===== config.mk =====
export PLATFORM = sky130hd
export DESIGN_NAME = i2c_target_register_file_unit
export DESIGN_NICKNAME = d
export VERILOG_FILES = /design/src/rtl/i2ctrf_pkg.sv /design/src/rtl/i2ctrf_store.sv /design/src/rtl/i2ctrf_ctrl.sv /design/src/rtl/i2c_target_register_file_unit.sv
export VERILOG_INCLUDE_DIRS = /design/src /design/src/rtl
export SDC_FILE = /design/constraint.sdc
export NUM_CORES = 1
export LEC_CHECK = 0
export ABC_AREA = 1
export BUFFER_PORTS_ARGS = -buffer_cell sky130_fd_sc_hd__buf_2
export CAP_MARGIN = 15
export CORE_MARGIN = 2
export CORE_UTILIZATION = 30
export CTS_CLUSTER_SIZE = 16
export DETAILED_ROUTE_END_ITERATION = 12
export GPL_ROUTABILITY_DRIVEN = 0
export PLACE_DENSITY = 0.41
export SYNTH_ARGS = -nofsm -noshare
export SYNTH_HDL_FRONTEND = slang
export SYNTH_HIERARCHICAL = 1
export SYNTH_SLANG_ARGS = --single-unit

===== constraint.sdc =====
create_clock -name clk -period 2.8 [get_ports clk]
set_input_delay 0.42 -clock clk [delete_from_list [all_inputs] [get_ports clk]]
set_output_delay 0.42 -clock clk [all_outputs]
set_load 0.01 [all_outputs]

===== src/rtl/i2c_target_register_file_unit_assert.svh =====
// Assertion macros for the I2C target register file unit.
`ifndef I2C_TARGET_REGISTER_FILE_UNIT_ASSERT_SVH
`define I2C_TARGET_REGISTER_FILE_UNIT_ASSERT_SVH
`ifndef ASSERT_OFF
// Same-cycle implication.
`define I2CTRF_ASSERT_IMP(lbl, clk, rst_n, ante, cons, msg) \
  lbl: assert property (@(posedge clk) disable iff (!rst_n) (ante) |-> (cons)) \
    else $error(msg);
// Next-cycle implication.
`define I2CTRF_ASSERT_NXT(lbl, clk, rst_n, ante, cons, msg) \
  lbl: assert property (@(posedge clk) disable iff (!rst_n) (ante) |=> (cons)) \
    else $error(msg);
`else
`define I2CTRF_ASSERT_IMP(lbl, clk, rst_n, ante, cons, msg)
`define I2CTRF_ASSERT_NXT(lbl, clk, rst_n, ante, cons, msg)
`endif
`endif


===== src/rtl/i2ctrf_pkg.sv =====
// Shared types and constants of the I2C target register file.
package i2ctrf_pkg;

  localparam int STORE_DEPTH_DEF = 16;

  typedef enum logic [1:0] {
    MODE_IDLE     = 2'd0,
    MODE_PTR_LOAD = 2'd1,
    MODE_WRITE    = 2'd2,
    MODE_READ     = 2'd3
  } mode_t;

  typedef enum logic {
    ST_IDLE = 1'b0,
    ST_EXEC = 1'b1
  } state_t;

  // Request from the sequencer to the store.
  typedef struct packed {
    logic       rd_en;
    logic       wr_en;
    logic [7:0] addr;
    logic [7:0] wdata;
  } mem_req_t;

  // One result word, before the output register.
  typedef struct packed {
    logic       strobe;
    logic       tx_valid;
    logic [7:0] tx_byte;
  } result_t;

endpackage


===== src/rtl/i2ctrf_store.sv =====
// Register store: synchronous memory with registered read and per-entry valid bits.
module i2ctrf_store
  import i2ctrf_pkg::*;
#(
  parameter int STORE_DEPTH = STORE_DEPTH_DEF
) (
  input  logic       clk,
  input  logic       rst_n,
  input  mem_req_t   req,
  output logic [7:0] rdata
);

  localparam int AW = (STORE_DEPTH > 1) ? $clog2(STORE_DEPTH) : 1;

  logic [7:0]             mem_r [STORE_DEPTH];
  logic [STORE_DEPTH-1:0] valid_r;
  logic [7:0]             rdata_r;
  logic                   rvalid_r;
  logic [AW-1:0]          idx;

  assign idx = req.addr[AW-1:0];

  always_ff @(posedge clk) begin
    if (!rst_n) begin
      valid_r <= '0;
    end else if (req.wr_en) begin
      valid_r[idx] <= 1'b1;
    end
  end

  always_ff @(posedge clk) begin
    if (req.wr_en) begin
      mem_r[idx] <= req.wdata;
    end
  end

  always_ff @(posedge clk) begin
    if (req.rd_en) begin
      rdata_r  <= mem_r[idx];
      rvalid_r <= valid_r[idx];
    end
  end

  // never-written entries read as the reset value
  assign rdata = rvalid_r ? rdata_r : 8'd0;

endmodule


===== src/rtl/i2ctrf_ctrl.sv =====
// Sequencer: access mode, register pointer and per-byte read or write of the store.
module i2ctrf_ctrl
  import i2ctrf_pkg::*;
#(
  parameter int STORE_DEPTH = STORE_DEPTH_DEF
) (
  input  logic       clk,
  input  logic       rst_n,
  input  logic       start,
  output logic       busy,
  input  logic       in_is_address_byte,
  input  logic       in_read_not_write,
  input  logic [7:0] in_rx_byte,
  output mem_req_t   req,
  input  logic [7:0] rdata,
  output result_t    res
);

  state_t     state_r, state_nxt;
  mode_t      mode_r, mode_nxt;
  logic [7:0] ptr_r, ptr_nxt;
  logic       is_addr_r;
  logic       rd_r;
  logic [7:0] byte_r;
  logic       accept;
  logic       in_range;
  logic [7:0] ptr_inc;

  assign accept   = start && (state_r == ST_IDLE);
  assign busy     = (state_r == ST_EXEC);
  assign in_range = ({1'b0, ptr_r} < 9'(STORE_DEPTH));
  assign ptr_inc  = (ptr_r == 8'hFF) ? ptr_r : ptr_r + 8'd1;

  always_ff @(posedge clk) begin
    if (!rst_n) begin
      state_r <= ST_IDLE;
      mode_r  <= MODE_IDLE;
      ptr_r   <= 8'd0;
    end else begin
      state_r <= state_nxt;
      mode_r  <= mode_nxt;
      ptr_r   <= ptr_nxt;
    end
  end

  always_ff @(posedge clk) begin
    if (accept) begin
      is_addr_r <= in_is_address_byte;
      rd_r      <= in_read_not_write;
      byte_r    <= in_rx_byte;
    end
  end

  always_comb begin
    state_nxt    = state_r;
    mode_nxt     = mode_r;
    ptr_nxt      = ptr_r;
    req.rd_en    = 1'b0;
    req.wr_en    = 1'b0;
    req.addr     = ptr_r;
    req.wdata    = byte_r;
    res.strobe   = 1'b0;
    res.tx_valid = 1'b0;
    res.tx_byte  = 8'd0;
    unique case (state_r)
      ST_IDLE: begin
        // fetch the entry at the pointer while the word is captured
        if (accept) begin
          req.rd_en = in_range;
          state_nxt = ST_EXEC;
        end
      end
      ST_EXEC: begin
        res.strobe = 1'b1;
        state_nxt  = ST_IDLE;
        if (is_addr_r) begin
          mode_nxt = rd_r ? MODE_READ : MODE_PTR_LOAD;
        end else begin
          unique case (mode_r)
            MODE_PTR_LOAD: begin
              ptr_nxt  = byte_r;
              mode_nxt = MODE_WRITE;
            end
            MODE_WRITE: begin
              req.wr_en = in_range;
              ptr_nxt   = ptr_inc;
            end
            MODE_READ: begin
              res.tx_valid = 1'b1;
              res.tx_byte  = in_range ? rdata : 8'd0;
              ptr_nxt      = ptr_inc;
            end
            default: begin
            end
          endcase
        end
      end
      default: begin
        state_nxt = ST_IDLE;
      end
    endcase
  end

endmodule


===== src/rtl/i2c_target_register_file_unit.sv =====
// A word is accepted in the idle state and runs in the execute state; its result
// is registered in the output register before it shows on the out_ ports.
// No new word is taken while busy: each word needs the read of the store at accept
// followed by the execute state that writes back and updates the pointer.
// busy is high during the execute state; the output register frees the input side.
// Reset (synchronous, rst_n low): mode idle, pointer 0, all store entries read as 0.
// Results cannot be stalled: each lasts one cycle, marked by out_strobe.
`include "i2c_target_register_file_unit_assert.svh"

module i2c_target_register_file_unit
  import i2ctrf_pkg::*;
#(
  parameter int STORE_DEPTH = STORE_DEPTH_DEF
) (
  input  logic       clk,
  input  logic       rst_n,
  input  logic       start,
  output logic       busy,
  input  logic       in_is_address_byte,
  input  logic       in_read_not_write,
  input  logic [7:0] in_rx_byte,
  output logic       out_strobe,
  output logic       out_tx_valid,
  output logic [7:0] out_tx_byte
);

  mem_req_t   req;
  logic [7:0] rdata;
  result_t    res;

  logic       strobe_r;
  logic       tx_valid_r;
  logic [7:0] tx_byte_r;

  // Sequencer: holds mode and pointer, issues the store read at accept
  // and the write-back in the execute state.
  i2ctrf_ctrl #(
    .STORE_DEPTH(STORE_DEPTH)
  ) u_ctrl (
    .clk               (clk),
    .rst_n             (rst_n),
    .start             (start),
    .busy              (busy),
    .in_is_address_byte(in_is_address_byte),
    .in_read_not_write (in_read_not_write),
    .in_rx_byte        (in_rx_byte),
    .req               (req),
    .rdata             (rdata),
    .res               (res)
  );

  // Register store; write of one word and read of the next never overlap,
  // since a read is issued only at accept, in the idle state, and a write only in the execute state.
  i2ctrf_store #(
    .STORE_DEPTH(STORE_DEPTH)
  ) u_store (
    .clk  (clk),
    .rst_n(rst_n),
    .req  (req),
    .rdata(rdata)
  );

  // Output register: the result word shows for one cycle.
  always_ff @(posedge clk) begin
    if (!rst_n) begin
      strobe_r   <= 1'b0;
      tx_valid_r <= 1'b0;
    end else begin
      strobe_r   <= res.strobe;
      tx_valid_r <= res.tx_valid;
    end
  end

  always_ff @(posedge clk) begin
    if (res.strobe) begin
      tx_byte_r <= res.tx_byte;
    end
  end

  assign out_strobe   = strobe_r;
  assign out_tx_valid = tx_valid_r;
  assign out_tx_byte  = tx_byte_r;

  // every accepted word enters the execute cycle
  `I2CTRF_ASSERT_NXT(a_accept_exec, clk, rst_n, start && !busy, busy, "accept without exec")
  // every execute cycle yields exactly one result word
  `I2CTRF_ASSERT_NXT(a_exec_result, clk, rst_n, busy, out_strobe && !busy, "exec without result")
  // tx_valid only on a result word
  `I2CTRF_ASSERT_IMP(a_valid_strobe, clk, rst_n, out_tx_valid, out_strobe, "tx_valid without strobe")
  // a result that carries no byte has a zero byte
  `I2CTRF_ASSERT_IMP(a_zero_byte, clk, rst_n, out_strobe && !out_tx_valid, out_tx_byte == 8'd0,
    "nonzero byte without tx_valid")

endmodule


# Word-level counts from Yosys, hierarchy flattened
# Memories as Yosys holds them, arrays and structs flattened. A register that Yosys moved wholly into a read port is not among the register bits.
# Cells that the tools add are included.
# word_totals
in_bits	13
romBits	0
ff_bits	48
n_memories	1
ram_bits	128
latchBits	0
# memory_table
name	words	width	read_ports	rd_clocked_by_memory_dff	wr	line	rtl
u_store.mem_r	16	8	1	1	1	i2ctrf_store.sv:15	logic [7:0] mem_r [STORE_DEPTH];
# op_classes
n_mul	0
magnitude_cmp	3
n_addsub	1
muxes	23
reduce_logical	9
n_bitwise	7
shift	0
div_mod_pow	0
n_eq_ne	5
# ops
cell	n
2-to-1 mux 8 bit	3
2-to-1 mux 9 bit	2
bitwise OR 16 bit	1
case mux 8 bit (2 select lines)	1
2-to-1 mux 1 bit	10
2-to-1 mux 10 bit	1
adder 8 x 1 -> 8 bit (second input constant)	1
== test 8 bit (second input constant)	1
less-than comparator 8 x 5 -> 1 bit (second input constant)	1
2-to-1 mux 2 bit	3
NOT 1 bit	6
less-than comparator 4 x 5 -> 1 bit (second input constant)	1
OR reduction 5 bit	1
binary-select mux 1 bit (select 4 bit)	1
demux 1 bit (select 4 bit)	1
== test 2 bit (second input constant)	2
>= comparator 4 x 1 -> 1 bit (second input constant)	1
AND reduction 4 bit	1
nonzero test 2 bit	2
OR reduction 3 bit	1
== test 2 x 1 -> 1 bit (second input constant)	1
logical AND 1 bit	2
!= test 2 bit (second input constant)	1
case mux 1 bit (2 select lines)	1
2 further kinds	2

# Longest topological paths before layout
# Gate-level depths: netlist of the first run.
# logic_depth
word_depth	6
mapped_depth	11
depth_no_buf	9

# By module
# Netlist of the first run, hierarchy kept.
# by_module_without_submodules
module	cells_per_inst	seq_area_each_um2	area_per_inst_um2	n_inst
i2ctrf_store	677	4434.3	6488.7	1
i2ctrf_ctrl	134	520.5	1136.1	1
i2c_target_register_file_unit	14	280.3	295.3	1

# Least setup slack after synthesis of the first run
# Ideal clock, no wire load.
# synth_timing
path_kind	register to register
startpoint	register u_ctrl.ptr_r[6]
endpoint	memory u_store.mem_r[5][0], enable pin
period_less_slack_ns	2.093
t_arrival_ns	1.719
stages_incl_launch_ff	8
setup_time_ns	0.374
setup_slack_ns	0.707
t_required_ns	2.426
path_cell_list	dfxtp_1 inv_1 nand4_2 nor4_1 inv_1 nor3_2 inv_1 nor2_1
# synth_rtl
element	line	rtl
start, declared	i2ctrf_ctrl.sv:21	logic [7:0] ptr_r, ptr_nxt;
start signal, assigned	i2ctrf_ctrl.sv:42	ptr_r <= ptr_nxt;
end, declared	i2ctrf_store.sv:15	

==> results of run 1 <==
[cell usage after synthesis]
cell type,number
nand4_1,2
clkbuf_1,8
buf_4,9
inv_4,1
ha_1,1
o21ai_0,2
o21ai_1,7
a21oi_2,1
clkinv_1,2
nor2_1,44
nor3_4,1
buf_1,2
buf_6,2
a21oi_1,8
buf_2,11
inv_1,55
nand3_2,1
nor2_2,5
inv_2,7
edfxtp_1,155
nand2_4,1
nor3_1,1
nand4_2,1
o21a_1,2
or2_1,1
nor4_1,1
nand3_1,7
nand2_2,1
a21oi_4,1
nor3_2,3
nand2_1,445
dfxtp_1,29
nor3b_2,8
[registers in the layout (all words and copies together), names as in the netlist, 2 cells and up]
signal           count
u_store/valid_r     16
u_store/mem_r      128
u_ctrl/byte_r        8
out_tx_byte          8
u_ctrl/mode_r        2
u_store/rdata_r      8
u_ctrl/ptr_r         8
[final cells by class]
type / instances / share of cell area [%]
Antenna cell: 1 / 0.0277
Clock buffer: 20 / 4.83
Clock inverter: 12 / 1.66
Inverter: 65 / 2.73
Multi-Input combinational cell: 544 / 24.9
Sequential cell: 184 / 57.9
Tap cell: 335 / 4.64
Timing Repair Buffer: 47 / 3.27
[layout by cell type, fill, tap and decap left out, types with 3 or more instances in the layout]
cell / Yosys / final
inv_1: 55 / 55
clkinv_1: 2 / 3
nor3b_2: 8 / 8
dfxtp_1: 29 / 28
o21ai_1: 7 / 7
a21oi_1: 8 / 8
clkbuf_1: 8 / 3
buf_4: 9 / 24
buf_2: 11 / 23
bufinv_16: 0 / 3
inv_2: 7 / 7
clkbuf_16: 0 / 17
nor2_1: 44 / 44
edfxtp_1: 155 / 155
nand3_1: 7 / 7
nor2_2: 5 / 5
nor3_2: 3 / 3
clkinv_2: 0 / 3
nand2_1: 445 / 445
[worst max-delay path, stage by stage, from the launching register on]
cell and delay (ps):
dfxtp_1 370, inv_4 110, nor4_1 410, inv_1 180, nor3_1 240, buf_4 170
nand2_1 40, inv_1 340
[per-stage QoR]
stage | instance area [um2] | hold WS, ps
after floorplan | 7920 | 440
after global placement | 8450 | 447
after detailed placement | 8450 | 447
after CTS | 9040 | 136
after global routing | 9040 | 126
final | 9040 | 156
[logic make-up (layout without fill, tap and decap cells)]
logic type	Yosys count	after routing	share of synthesized area [%]
AO/OA/AOI/OAI	21	21	1.58
other	0	1	0
flip-flops	184	184	66.1
AND/OR/NAND/NOR	522	522	26.7
adder cells (fa/ha/maj)	1	1	0.158
buffers and inverters	97	144	5.42
[metal layers]
metal	vias up	part of all wire (%)	global-route usage [%]
met5	-	0	0
met4	0	1.2	4.31
met3	13	3.1	3.21
met2	95	46	23.8
met1	2564	49	20.9
li1	2674	-	-
[power by group through the flow]
stage	Clock [uW]	Combinational [uW]	Sequential, uW
2_1_floorplan	0	96.9	3080
6_report	2450	180	3030
3_5_place_dp	0	185	3090
4_1_cts	2510	186	3030
5_1_grt	2630	205	3030
3_3_place_gp	0	186	3090
[worst max path at each step]
stage	cells past startpoint	start	endpoint
finish	7	u_ctrl/mode_r[1]$_SDFFE_PN0P_	u_store/mem_r[0][7]$_DFFE_PP_
global route	8	u_ctrl/is_addr_r$_DFFE_PN_	u_store/mem_r[0][4]$_DFFE_PP_
CTS	7	u_ctrl/mode_r[1]$_SDFFE_PN0P_	u_store/mem_r[0][4]$_DFFE_PP_
detailed placement	7	u_ctrl/mode_r[1]$_SDFFE_PN0P_	u_store/mem_r[0][5]$_DFFE_PP_
global placement	8	u_ctrl/is_addr_r$_DFFE_PN_	u_store/mem_r[0][5]$_DFFE_PP_
floorplan	7	u_ctrl/ptr_r[6]$_SDFFE_PN0P_	u_store/mem_r[5][0]$_DFFE_PP_
==> results.sh, run 1 <==
export IMPL_timing_critical_path_from_type="flip-flop"
export IMPL_clk_latency_ps=430
export IMPL_achievable_frequency_ghz=0.449
export IMPL_clock_power_share_pct=43.4
export IMPL_cts_htree_levels=4
export IMPL_power_share_switching_pct=21.4
export IMPL_std_cell_rows=59
export IMPL_post_cts_buffers=0
export IMPL_finalHoldViolCount=0
export IMPL_clock_sinks=184
export IMPL_place_hpwl_mm=13.3
export IMPL_postSynthNetCount=839
export IMPL_first_global_vias=5191
export IMPL_p_leak_uw=0.00376
export IMPL_avgRoutedWirePerCell_um=16.6
export IMPL_sequential_cell_area_um2=5240
export IMPL_cap_viol_max_count=0
export IMPL_via_to_cell_ratio=4.43
export IMPL_min_from="in_read_not_write"
export IMPL_die_width_um=166
export IMPL_drive_gt1_share_pct=12.3
export IMPL_dr_first_iter_drc_count=365
export IMPL_grt_total_usage_pct=15.0
export IMPL_port_buffer_count=23
export IMPL_synth_top_cell_area_share_pct=58.8
export IMPL_pre_cts_ws_ps=495
export IMPL_critical_path_reg2reg_endpoint="u_store/mem_r[0][7]$_DFFE_PP_"
export IMPL_avgSynthCellArea_um2=9.60
export IMPL_route_detailed_drc=0
export IMPL_final_nets=873
export IMPL_clock_tree_buffer_depth=2
export IMPL_finalMaxSlewViolations=0
export IMPL_final_min_clock_period_ps=2230
export IMPL_pin_count=24
export IMPL_reported_net_switching_power_uw=1210
export IMPL_grt_pass1_wl_mm=31.1
export IMPL_drt_pass1_iter_count=5
export IMPL_worst_hold_path_num_cells=1
export IMPL_hold_end="u_ctrl/rd_r$_DFFE_PN_"
export IMPL_synth_cell_area_um2=7920
export IMPL_timing_worst_setup_path_type="flip-flop to flip-flop"
export IMPL_synth_largest_area_cell="edfxtp_1"
export IMPL_chipHeight_um=166
export IMPL_count_of_antenna_violating_nets_left_after_detailed_routing=0
export IMPL_clkSlewWorstSetupHoldPaths_ps=70
export IMPL_numPlacedInstances=1175
export IMPL_beginning_of_the_worst_register_to_register_path="u_ctrl/mode_r[1]$_SDFFE_PN0P_"
export IMPL_endpoint_kind="flip-flop"
export IMPL_reg2regPathDepth=7
export IMPL_clock_skew_ps=13.3
export IMPL_cells_after_synth=825
export IMPL_p_seq_share_pct=53.5
export IMPL_worstPathArrival_ps=2310
export IMPL_rsz0062_at_grt="no"
export IMPL_setup_tns_final_ps=0
export IMPL_tritoncts="built"
export IMPL_numCtsBuffers=17
export IMPL_timing_slew_headroom_pct=39.7
export IMPL_cts_hold_buf=0
export IMPL_filler_cell_count=2682
export IMPL_p_comb_share_pct=3.2
export IMPL_final_core_util_pct=34.8
export IMPL_critPathRequiredTime_ps=2880
export IMPL_share_of_synthesized_area_occupied_by_flip_flops_and_latches_pct=66.1
export IMPL_area_growth_pct=14.2
export IMPL_final_instance_count_excl_fill=1208
export IMPL_multi_input_area_um2=2260
export IMPL_grt_antenna_before_repair=1
export IMPL_vdd_drop_max_uv=350
export IMPL_outcome="finished, final reports clean"
export IMPL_cts_root_buffer_cell="clkbuf_16"
export IMPL_r2r_setup_slack_ps=570
export IMPL_worst_pin_slew_ps=904
export IMPL_post_cts_resize_count=0
export IMPL_yosysWarningCount=6
export IMPL_finalSetupViolations=0
export IMPL_dr_total_vias=5346
export IMPL_cp_max_fo=15
export IMPL_tightest_hold_check_type="primary input to flip-flop"
export IMPL_coreArea_um2=26000
export IMPL_power_density_nw_per_um2=626
export IMPL_grt_start_max_net_pins=38
export IMPL_layout_worst_path_cycle_share_pct=79.5
export IMPL_layout_setup_ws_ps=575
export IMPL_grt_ovfl_total=0
export IMPL_yosys_cell_types_count=33
export IMPL_initial_utilization_pct=30.5
export IMPL_synth_area_top_cells="edfxtp_1, nand2_1, dfxtp_1"
export IMPL_design_die_area_um2=27700
export IMPL_ys_seq_elements=184
export IMPL_power_total_uw=5660
export IMPL_cell_internal_pwr_uw=4450
export IMPL_finalWirelength_mm=20.1
Power figures use the tool's default switching activity.
==> inputs of run 2 (changes only) <==
- PLACE_DENSITY: 0.41 -> 0.43
- clock period: 2.8 -> 1.9 ns (I/O delays scaled with it)
==> run 2 against run 1 <==
Effect of this change:
- the run now ends with negative setup slack left
- worst hold slack got worse by 130 ps
- power increased by 52%
- register-to-register slack got worse by 700 ps
- critical path depth increased by 2
- setup slack got worse by 700 ps
- highest routed layer unchanged
- sequential cell count unchanged
- largest power group unchanged
==> results.sh, run 2 (synthesized netlist as in run 1, its figures left out) <==
export IMPL_coreArea_um2=26000
export IMPL_initial_utilization_pct=30.5
export IMPL_finalHoldViolCount=0
export IMPL_finalSetupViolations=130
export IMPL_route_detailed_drc=0
export IMPL_p_leak_uw=0.00407
export IMPL_tightest_hold_check_type="primary input to flip-flop"
export IMPL_layout_common_cells="nand2_1, edfxtp_1, buf_4, inv_1, nor2_1"
export IMPL_finalWirelength_mm=20.0
export IMPL_pin_count=24
export IMPL_place_area_um2=8950
export IMPL_layout_worst_path_cycle_share_pct=107
export IMPL_dr_first_iter_drc_count=323
export IMPL_numCtsBuffers=17
export IMPL_p_comb_share_pct=3.7
export IMPL_endpoint_kind="flip-flop"
export IMPL_clkSlewWorstSetupHoldPaths_ps=70
export IMPL_final_common_cell="nand2_1"
export IMPL_count_of_antenna_violating_nets_left_after_detailed_routing=0
export IMPL_numPlacedInstances=1214
export IMPL_clock_sinks=184
export IMPL_cp_max_fo=4
export IMPL_power_density_nw_per_um2=880
export IMPL_chipHeight_um=166
export IMPL_timing_slew_headroom_pct=59.9
export IMPL_hold_worst_slack_ps=23.7
export IMPL_clock_skew_ps=13.2
export IMPL_cts_htree_levels=4
export IMPL_finalMaxSlewViolations=0
export IMPL_dr_total_vias=5480
export IMPL_rsz0062_at_grt="yes"
export IMPL_worst_pin_slew_ps=601
export IMPL_cts_root_buffer_cell="clkbuf_16"
export IMPL_final_instance_count_excl_fill=1253
export IMPL_grt_ovfl_total=0
export IMPL_drt_pass1_iter_count=5
export IMPL_drive_gt1_share_pct=18.8
export IMPL_largestRegisters="u_store/mem_r x128, u_store/valid_r x16"
export IMPL_vdd_drop_max_uv=594
export IMPL_power_share_switching_pct=21.5
export IMPL_max_flop_register="u_store/mem_r"
export IMPL_clock_tree_buffer_depth=2
export IMPL_worstPathArrival_ps=2170
export IMPL_die_width_um=166
export IMPL_std_cell_rows=59
export IMPL_final_core_util_pct=37.6
export IMPL_timing_worst_setup_path_type="flip-flop to flip-flop"
export IMPL_first_global_vias=5609
export IMPL_number_of_flip_flops_under_the_largest_register_name=128
export IMPL_final_nets=919
export IMPL_critPathRequiredTime_ps=2050
export IMPL_clock_power_share_pct=44.6
export IMPL_clk_latency_ps=430
export IMPL_area_growth_pct=23.4
export IMPL_port_buffer_count=23
export IMPL_layout_setup_ws_ps=-124
export IMPL_achievable_frequency_ghz=0.494
export IMPL_place_hpwl_mm=13.6
export IMPL_grt_pass1_wl_mm=31.8
export IMPL_reported_net_switching_power_uw=1850
export IMPL_grt_antenna_before_repair=0
export IMPL_finalInstanceArea_um2=9770
export IMPL_grt_start_max_net_pins=46
export IMPL_timing_critical_path_from_type="flip-flop"
export IMPL_outcome="finished with violations"
export IMPL_antenna_cell_count=0
export IMPL_design_die_area_um2=27700
export IMPL_via_to_cell_ratio=4.37
export IMPL_grt_total_usage_pct=15.2
export IMPL_cell_internal_pwr_uw=6750
export IMPL_violations_in_the_final_reports="negative setup slack"
export IMPL_final_min_clock_period_ps=2020
export IMPL_filler_cell_count=2676
export IMPL_avgRoutedWirePerCell_um=16.0
export IMPL_cap_viol_max_count=0
export IMPL_tritoncts="built"
export IMPL_p_seq_share_pct=51.6
## run 2: path summary, 6_finish.rpt
check / from / end / slack (ps) / cells past startpoint
min: in_rx_byte[5] / u_ctrl/byte_r[5]$_DFFE_PN_ / 20 / 1
min reg2reg: u_store/valid_r[3]$_SDFFE_PN0P_ / u_store/valid_r[3]$_SDFFE_PN0P_ / 470 / 2
max: u_ctrl/is_addr_r$_DFFE_PN_ / u_store/mem_r[9][0]$_DFFE_PP_ / -120 / 9
max reg2reg: u_ctrl/is_addr_r$_DFFE_PN_ / u_store/mem_r[9][0]$_DFFE_PP_ / -120 / 9
## run 2: per-layer routing
| metal | up-vias | global-route usage, % | wire (um) |
|---|---|---|---|
| met5 | - | 0 | 0 |
| met4 | 0 | 4.50 | 252 |
| met3 | 13 | 2.64 | 702 |
| met2 | 97 | 25.3 | 9680 |
| met1 | 2595 | 20.5 | 9380 |
| li1 | 2775 | - | - |
## run 2: what timing repair did
| action | 4_1_cts | 5_1_grt |
|---|---|---|
| pin swaps | 5 | 3 |
| endpoints found under the hold margin | 0 | 1 |
| buffers inserted | 3 | 2 |
| hold buffers | 0 | 1 |
| setup endpoints to repair | 132 | 144 |
| cloned | 0 | 1 |
| resized for setup | 10 | 13 |
## run 2: stage by stage
| step | total power, uW | setup slack (ps) | setup TNS (ps) |
|---|---|---|---|
| 6_report | 8600 | -124 | -8110 |
| 5_1_grt | 8910 | -219 | -22390 |
| 4_1_cts | 8710 | -130 | -8570 |
| 3_5_place_dp | 4850 | -174 | -10170 |
| 3_3_place_gp | 4850 | -177 | -10560 |
| 2_1_floorplan | 4680 | -50.8 | -3200 |
## run 2: power groups by stage
stage	sequential (uW)	combinational, uW	clock (uW)
5_1_grt	4440	364	4100
4_1_cts	4440	324	3950
6_report	4440	322	3840
2_1_floorplan	4540	143	0
3_3_place_gp	4530	319	0
3_5_place_dp	4530	320	0
## run 2: critical path, cell delays in order (launching register included)
cell	delay [ps]
edfxtp_1	400
inv_2	100
nand2_4	60
nor4_4	190
buf_4	160
clkinvlp_4	150
nor3_4	260
inv_2	100
nor2_4	160
clkbuf_16	170
## run 2: final cells by class
class / count / area [um2] / share of cell area (%)
Multi-Input combinational cell: 544 / 2350 / 24.1
Sequential cell: 184 / 5240 / 53.6
Inverter: 65 / 250 / 2.56
Tap cell: 335 / 419 / 4.29
Timing Repair Buffer: 93 / 873 / 8.94
Clock buffer: 17 / 425 / 4.35
Clock inverter: 15 / 215 / 2.20
